<file path="src/design/qpht_pkg.sv">
// ----------------------------------------------------------------------------
// qpht_pkg
// Shared constants, codes and types for the quadratic-probe hash table.
// ----------------------------------------------------------------------------
package qpht_pkg;

  localparam int SLOT_DEPTH = 1024;
  localparam int IDX_W      = $clog2(SLOT_DEPTH);
  localparam int SZ_W       = IDX_W + 1;          // holds an effective size up to SLOT_DEPTH
  localparam int HANDLE_W   = 16;
  localparam int KEY_W      = 31;
  localparam int DVD_W      = KEY_W + 1;          // key plus one
  localparam int CFG_W      = 11;
  localparam int CNT_W      = 11;
  localparam int REQ_W      = 2;
  localparam int STAT_W     = 2;
  localparam int SIZE_RESET = 1021;

  localparam logic [REQ_W-1:0] REQ_INSERT = 2'd0;
  localparam logic [REQ_W-1:0] REQ_FETCH  = 2'd1;
  localparam logic [REQ_W-1:0] REQ_REMOVE = 2'd2;

  localparam logic [STAT_W-1:0] ST_OK         = 2'd0;
  localparam logic [STAT_W-1:0] ST_NOT_FOUND  = 2'd1;
  localparam logic [STAT_W-1:0] ST_NO_EMPTY   = 2'd2;
  localparam logic [STAT_W-1:0] ST_FILL_LIMIT = 2'd3;

  typedef struct packed {
    logic                valid;
    logic [KEY_W-1:0]    key;
    logic [HANDLE_W-1:0] value;
  } entry_t;

  typedef struct packed {
    logic             start;
    logic [DVD_W-1:0] dividend;
    logic [SZ_W-1:0]  divisor;
  } mod_req_t;

  typedef struct packed {
    logic            done;
    logic [SZ_W-1:0] rem;
  } mod_rsp_t;

endpackage

</file>
<file path="src/design/qpht_mod.sv">
// ----------------------------------------------------------------------------
// qpht_mod
// Iterative remainder unit: reduces a key-plus-one word modulo the table
// size, four dividend bits per cycle by restoring compare and subtract.
// ----------------------------------------------------------------------------
module qpht_mod (
  input  logic                clk,
  input  logic                rst_n,
  input  qpht_pkg::mod_req_t  req,
  output qpht_pkg::mod_rsp_t  rsp
);
  import qpht_pkg::*;

  localparam int STEP_BITS = 4;
  localparam int NUM_CYC   = DVD_W / STEP_BITS;
  localparam int CYC_W     = $clog2(NUM_CYC);

  logic             busy_r;
  logic             done_r;
  logic [CYC_W-1:0] cyc_r;
  logic [DVD_W-1:0] dvd_r;
  logic [SZ_W-1:0]  div_r;
  logic [SZ_W-1:0]  rem_r;
  logic [DVD_W-1:0] dvd_nxt;
  logic [SZ_W-1:0]  rem_nxt;

  always_comb begin
    logic [SZ_W:0]    t;
    logic [SZ_W-1:0]  r;
    logic [DVD_W-1:0] d;
    r = rem_r;
    d = dvd_r;
    for (int j = 0; j < STEP_BITS; j++) begin
      t = {r, d[DVD_W-1]};
      d = {d[DVD_W-2:0], 1'b0};
      if (t >= {1'b0, div_r}) begin
        t = t - {1'b0, div_r};
      end
      r = t[SZ_W-1:0];
    end
    rem_nxt = r;
    dvd_nxt = d;
  end

  always_ff @(posedge clk) begin
    if (!rst_n) begin
      busy_r <= 1'b0;
      done_r <= 1'b0;
      cyc_r  <= '0;
    end else begin
      done_r <= busy_r && !req.start && (cyc_r == CYC_W'(NUM_CYC - 1));
      if (req.start) begin
        busy_r <= 1'b1;
        cyc_r  <= '0;
      end else if (busy_r) begin
        cyc_r <= cyc_r + 1'b1;
        if (cyc_r == CYC_W'(NUM_CYC - 1)) begin
          busy_r <= 1'b0;
        end
      end
    end
  end

  always_ff @(posedge clk) begin
    if (req.start) begin
      dvd_r <= req.dividend;
      div_r <= req.divisor;
      rem_r <= '0;
    end else if (busy_r) begin
      dvd_r <= dvd_nxt;
      rem_r <= rem_nxt;
    end
  end

  assign rsp.done = done_r;
  assign rsp.rem  = rem_r;

endmodule

</file>
<file path="config.mk">
export PLATFORM = sky130hd
export DESIGN_NAME = qpht_mod
export DESIGN_NICKNAME = d
export VERILOG_FILES = /design/src/design/qpht_pkg.sv /design/src/design/qpht_mod.sv
export SDC_FILE = /design/constraint.sdc
export NUM_CORES = 1
export LEC_CHECK = 0
export BUFFER_PORTS_ARGS = -buffer_cell sky130_fd_sc_hd__buf_4
export CAP_MARGIN = 20
export CORE_UTILIZATION = 25
export DETAILED_ROUTE_END_ITERATION = 12
export HOLD_SLACK_MARGIN = 0.1
export PLACE_DENSITY = 0.51
export SLEW_MARGIN = 10
export SYNTH_ARGS = -nofsm -noshare
export SYNTH_HDL_FRONTEND = slang
export SYNTH_SLANG_ARGS = --single-unit
</file>
<file path="constraint.sdc">
create_clock -name clk -period 8.3 [get_ports clk]
set_input_delay 1.245 -clock clk [delete_from_list [all_inputs] [get_ports clk]]
set_output_delay 1.245 -clock clk [all_outputs]
set_load 0.02 [all_outputs]
</file>
* Yosys cells after proc, flatten, opt, wreduce, memory -nomap -nowiden
Index checks and enable logic that the tools add are counted.
** Storage, ports and cells
- Memory bits (writable) :: 0
- Bits of input ports :: 46
- Register bits after elaboration :: 59
- Output and inout bits :: 12
- Latch bits :: 0
- Memories kept :: 0
- ROM bits :: 0
** Cells by class
- Mux-type cells :: 9
- Div/mod/pow operators :: 0
- Add/sub/neg operators :: 5
- Magnitude comparators :: 4
- Reduce and logical (&&, ||, !) cells :: 5
- Shift operators :: 0
- Bitwise gates (word level) :: 1
- $mul :: 0
- Equality and inequality tests :: 1
** Operators with widths (number)
- 32-bit two-way mux :: 2
- 12-bit by 11-bit >= comparator with 1-bit output :: 4
- 11-bit two-way mux :: 4
- 11-bit subtractor :: 4
- 3-bit by 1-bit adder with 3-bit output, second input constant :: 1
- 3-bit == test, second input constant :: 1
- 1-bit two-way mux :: 3
- 1-bit logical AND :: 2
- 2-bit nonzero test :: 1
- 2-bit OR reduction :: 1
- 1-bit logical NOT :: 1
- 1-bit inverter :: 1

* Logic depth before layout (Yosys ltp)
- Depth after elaboration :: 8
- Depth in mapped cells :: 40
- Gate-level depth less buffers :: 36

* Worst setup path before layout
Ideal clock, no wire load.
- Path kind :: reg-to-reg
- From :: register div_r[0]
- To :: register rem_r[8]
- Buffers on the path :: 3
- Data required time :: 8.178 ns
- Slack :: -0.299 ns
- Setup time :: 0.122 ns
- Data arrival time :: 8.478 ns
- Cell stages (with the launch flop) :: 36
- Cell sequence :: edfxtp_1 > ha_1 > fa_1 > nand2b_1 > a211oi_2 > o31a_1 > or2_2 > buf_4 > mux2_1 > ha_1 > a21o_1 > a221oi_2 > o21ai_2 > a22o_1 > o21ba_1 > mux2_2 > ha_1 > a21o_1 > a221oi_1 > nand2_1 > a21oi_1 > o21ai_0 > a211oi_4 > buf_2 > mux2_1 > ha_1 > or3_1 > o21ai_0 > a31oi_1 > o221a_1 > o21ai_1 > nor2b_1 > and3_4 > clkbuf_1 > nor4_1 > a221o_1
** Between the ends
- Cells in the longest elaborated chain, start to end :: 8
- Elaborated cells on any way between the ends :: 12
- Those cells by class :: add/sub: 4; order compare: 4; mux: 4
** Ends and longest elaborated chain
- start: declaration :: RTL line qpht_mod.sv:22 : logic [SZ_W-1:0] div_r;
- start signal: assignment :: RTL line qpht_mod.sv:67 : div_r <= req.divisor;
- 11-bit subtractor / 12-bit by 11-bit >= comparator with 1-bit output (equally long branches) :: RTL line qpht_mod.sv:37, qpht_mod.sv:36
- 11-bit two-way mux :: RTL line qpht_mod.sv:36 : if (t >= {1'b0, div_r}) begin
- 11-bit subtractor / 12-bit by 11-bit >= comparator with 1-bit output (equally long branches) :: RTL line qpht_mod.sv:37, qpht_mod.sv:36
- 11-bit two-way mux :: RTL line qpht_mod.sv:36
- 11-bit subtractor / 12-bit by 11-bit >= comparator with 1-bit output (equally long branches) :: RTL line qpht_mod.sv:37, qpht_mod.sv:36
- 11-bit two-way mux :: RTL line qpht_mod.sv:36
- 11-bit subtractor / 12-bit by 11-bit >= comparator with 1-bit output (equally long branches) :: RTL line qpht_mod.sv:37, qpht_mod.sv:36
- 11-bit two-way mux (*) :: RTL line qpht_mod.sv:36
- end signal: assignment :: RTL line qpht_mod.sv:71 : rem_r <= rem_nxt;
- end: declaration :: RTL line qpht_mod.sv:23 : logic [SZ_W-1:0] rem_r;
Every way passes the cells marked *; elsewhere a longest branch is shown, timed or not.
A chain may end at the register's enable or synchronous reset.

* Worst setup path after layout
- From :: register div_r[7]
- To :: register rem_r[4]
** Between the ends
- Cells in the longest elaborated chain, start to end :: 8
- Elaborated cells on any way between the ends :: 12
- Those cells by class :: add/sub: 4; order compare: 4; mux: 4
** Ends and longest elaborated chain (RTL line)
- 11-bit subtractor / 12-bit by 11-bit >= comparator with 1-bit output (equally long branches) :: qpht_mod.sv:37, qpht_mod.sv:36
- 11-bit two-way mux :: qpht_mod.sv:36
- 11-bit subtractor / 12-bit by 11-bit >= comparator with 1-bit output (equally long branches) :: qpht_mod.sv:37, qpht_mod.sv:36
- 11-bit two-way mux :: qpht_mod.sv:36
- 12-bit by 11-bit >= comparator with 1-bit output / 11-bit subtractor (equally long branches) :: qpht_mod.sv:36, qpht_mod.sv:37
- 11-bit two-way mux :: qpht_mod.sv:36
- 11-bit subtractor / 12-bit by 11-bit >= comparator with 1-bit output (equally long branches) :: qpht_mod.sv:37, qpht_mod.sv:36
- 11-bit two-way mux (*) :: qpht_mod.sv:36
Marked as above.

==> metrics.md <==
| Metric | Value |
|---|---|
| R2R setup slack | `~0.28 ns` |
| Worst r2r dst | `rem_r[4]` |
| Post-synthesis compound-gate area fraction | `18.1%` |
| Worst-Skew Late Latency | `around 0.33 ns` |
| First-pass GRT wire length | `22.1 mm` |
| Critical Path Source | `div_r[7]` |
| Multiplexer area fraction after synthesis | `about an eighth` |
| Max incr delay on CP | `around 0.36 ns` |
| Yosys warning total | `0` |
| DR vias/cell | `approximately 5.0` |
| Mapped cell area | `~0.0048 mm^2` |
| Die W | `140 um` |
| Area growth syn-to-layout | `38.4%` |
| Clk_skew | `0.00646 ns` |
| Startpoint types | `flop` |
| Routability cong. | `approximately 0.97` |
| Number of DRC markers in iteration 0 | `~260` |
| Port buffer count | `57` |
| Synth top area share | `27.0%` |
| Top_reg_cell synth | `edfxtp_1` |
| Tcrit/Tclk final | `a little over nine tenths` |
| Slew Limit Fails | `0` |
| Clk pin slew, worst setup/hold paths | `about 0.06 ns` |
| Ratio of cells with drive above 1 in the final layout | `between 30 and 40%` |
| CTS tree | `yes` |
| Max Root-Sink Buffers | `2` |
| Grt ovf | `0` |
| Post-synth EDFFs | `43` |
| Initial Util | `between 20% and 30%` |
| Top cells by area, synth | `edfxtp_1, ha_1, mux2_2` |
| Area leader, netlist | `edfxtp_1` |
| Post-Synth Adder-Cell Area | `between 10 and 15%` |
| Placed insts | `~800` |
| Simple-Gate Fraction of Synth Area | `between 10% and 20%` |
| H-tree levels | `3` |
| Fin. Hold Viols | `0` |
| Final #Nets | `704` |
| Slowest-stage cell, CP | `edfxtp_1` |
| DP Wirelength | `11.6 mm` |
| Number of global-route vias before repair | `between 4000 and 5000` |
| Clk sinks | `59` |
| DRC | `0` |
| I/O pin count | `58` |
| Status | `completed` |
| Critical path class | `reg -> reg` |
| Tmin final | `between 8 and 9 ns` |
| Gr usage total | `~15%` |
| Class of the worst hold path | `reg -> reg` |
| Rel. slew slack | `a little under three fifths` |
| Mean post-synth cell area | `roughly 10 um^2` |
| Ant diodes | `0` |
| Most frequent cells in the layout | `buf_4, edfxtp_1, mux2_2` |
| Worst Hold End | `cyc_r[1]` |
| Critical path capture point type | `flop` |
| Xor and xnor area share after synthesis | `between 4 and 5%` |
| Sequential fraction of the synthesis area | `approximately a third` |
| Worst hold stages | `2` |
| FF+latch count, synth | `59` |
| Non-filler cells in the finished layout | `between 800 and 900` |
| Routed WL | `about 15 mm` |
| Initial antenna violation count | `1` |
| Critical-path maximum fanout | `8` |
| Cell count after synthesis | `around 480` |
| Post-synthesis cell type count | `70` |
| Cells on worst reg2reg path | `35` |
| Worst reg2reg startpoint | `div_r[7]` |
| Syn Nets | `about 580` |
| Routed wire per std cell | `about 17 um` |
| Main combinational cell family by area after synthesis | `compound AO/OA/AOI/OAI gates` |
| Hold buffer count at CTS | `0` |
| Drt pass-1 iters | `5` |
| Row count | `50` |
| Largest net degree at the start of global routing | `53` |
| FFs w/ async S/R, synth | `0%` |
| Hold Crit Start | `cyc_r[1]` |
| Fmax | `roughly 0.12 GHz` |
| Final ANT Viol Nets | `0` |
| Required time of the worst setup path | `around 8.5 ns` |
| DIE HEIGHT | `140 um` |
| Die area | `just under 0.02 mm^2` |
| Placeable Area | `~0.019 mm^2` |
| MaxCap Viol Count | `0` |
| CP top delay family | `compound AO/OA/AOI/OAI gates` |
| WP buf/inv | `4` |
| Critical Path AT | `just over 8 ns` |
| Finished Core Util | `between 30 and 40%` |
| DR vias | `between 4000 and 5000` |
| Most common cell after layout, fill and taps aside | `buf_4` |
| Num CTS Buffers | `9` |
| Root buffer cell | `clkbuf_16` |
| Slew @ Worst Pin | `around 0.66 ns` |
| Finish-stage setup viols | `0` |
-- cells by family (layout without fill, tap and decap cells) --
| kind of cell | after synthesis | after routing |
|---|---|---|
| multiplexers | 50 | 50 |
| buffers and inverters | 46 | 180 |
| flip-flops | 59 | 59 |
| XOR/XNOR | 27 | 27 |
| AND/OR/NAND/NOR | 126 | 126 |
| AO/OA/AOI/OAI | 121 | 121 |
| adder cells (fa/ha/maj) | 50 | 50 |
-- state kept, by name (all words and copies together) (netlist names) --
signal  flops
rem_r      11
cyc_r       3
done_r      1
busy_r      1
dvd_r      32
div_r      11
-- cell usage after synthesis, drive strengths merged (16+ instances only) --
cell    instances
ha             46
mux2           45
edfxtp         43
inv            32
nand2          27
a21oi          26
nor2           26
o21ai          24
xnor2          19
dfxtp          16
-- metal layers --
| layer | GRT usage (%) | share of wire (%) | vias to the layer above |
|---|---|---|---|
| met2 | 25.5 | 47 | 122 |
| met3 | 2.56 | 5.7 | 24 |
| li1 | - | - | 2056 |
| met5 | 0 | 0 | - |
| met1 | 18.9 | 46 | 2073 |
| met4 | 4.40 | 1.6 | 0 |
-- timing repair --
item,in CTS,in global routing
pin swaps,1,16
setup endpoints to repair,10,11
resized for setup,10,38
gates cloned,0,1
setup buffers,1,5
-- per-stage QoR --
stage	instance area, um^2	TNS, ns	worst slack (ns)	hold slack, ns
3_5_place_dp	6020	-0.528	-0.122	0.507
4_1_cts	6370	0	0.00852	0.519
3_3_place_gp	6020	-0.0683	-0.0373	0.482
2_1_floorplan	4850	0	0.0214	0.465
6_report	6620	0	0.282	0.513
5_1_grt	6620	-0.229	-0.0537	0.560
-- worst reg2reg max path, delay by kind of cell, from the launching register on --
kind / cells / cell delay (ns)
buf+inv: 4 / 0.65
fa+ha+maj: 4 / 1.06
flops: 1 / 0.36
compound gates: 16 / 3.09
simple gates: 8 / 1.75
mux: 3 / 1.02
-- area by class of cell --
cell class | count | area [um^2]
fillers | 1835 | 12100
inverters | 32 | 120
clock inverters | 7 | 76.3
well taps | 234 | 293
repair buffers | 132 | 1020
clock buffers | 9 | 225
flip-flops and latches | 59 | 1610
multi-input cells | 374 | 3260
-- worst max path at each step --
stage / end / slack (ns) / cells after the start
after global placement: rem_r[4] / -0.04 / 36
after floorplan: rem_r[9] / 0.02 / 34
final: rem_r[4] / 0.28 / 35
after CTS: rem_r[9] / 0.009 / 34
after global routing: rem_r[1] / -0.05 / 37
after detailed placement: rem_r[9] / -0.12 / 34
Power is left out: the tool's default activity adds up to more than one toggle a clock period on the data nets, which glitch-free logic cannot reach.
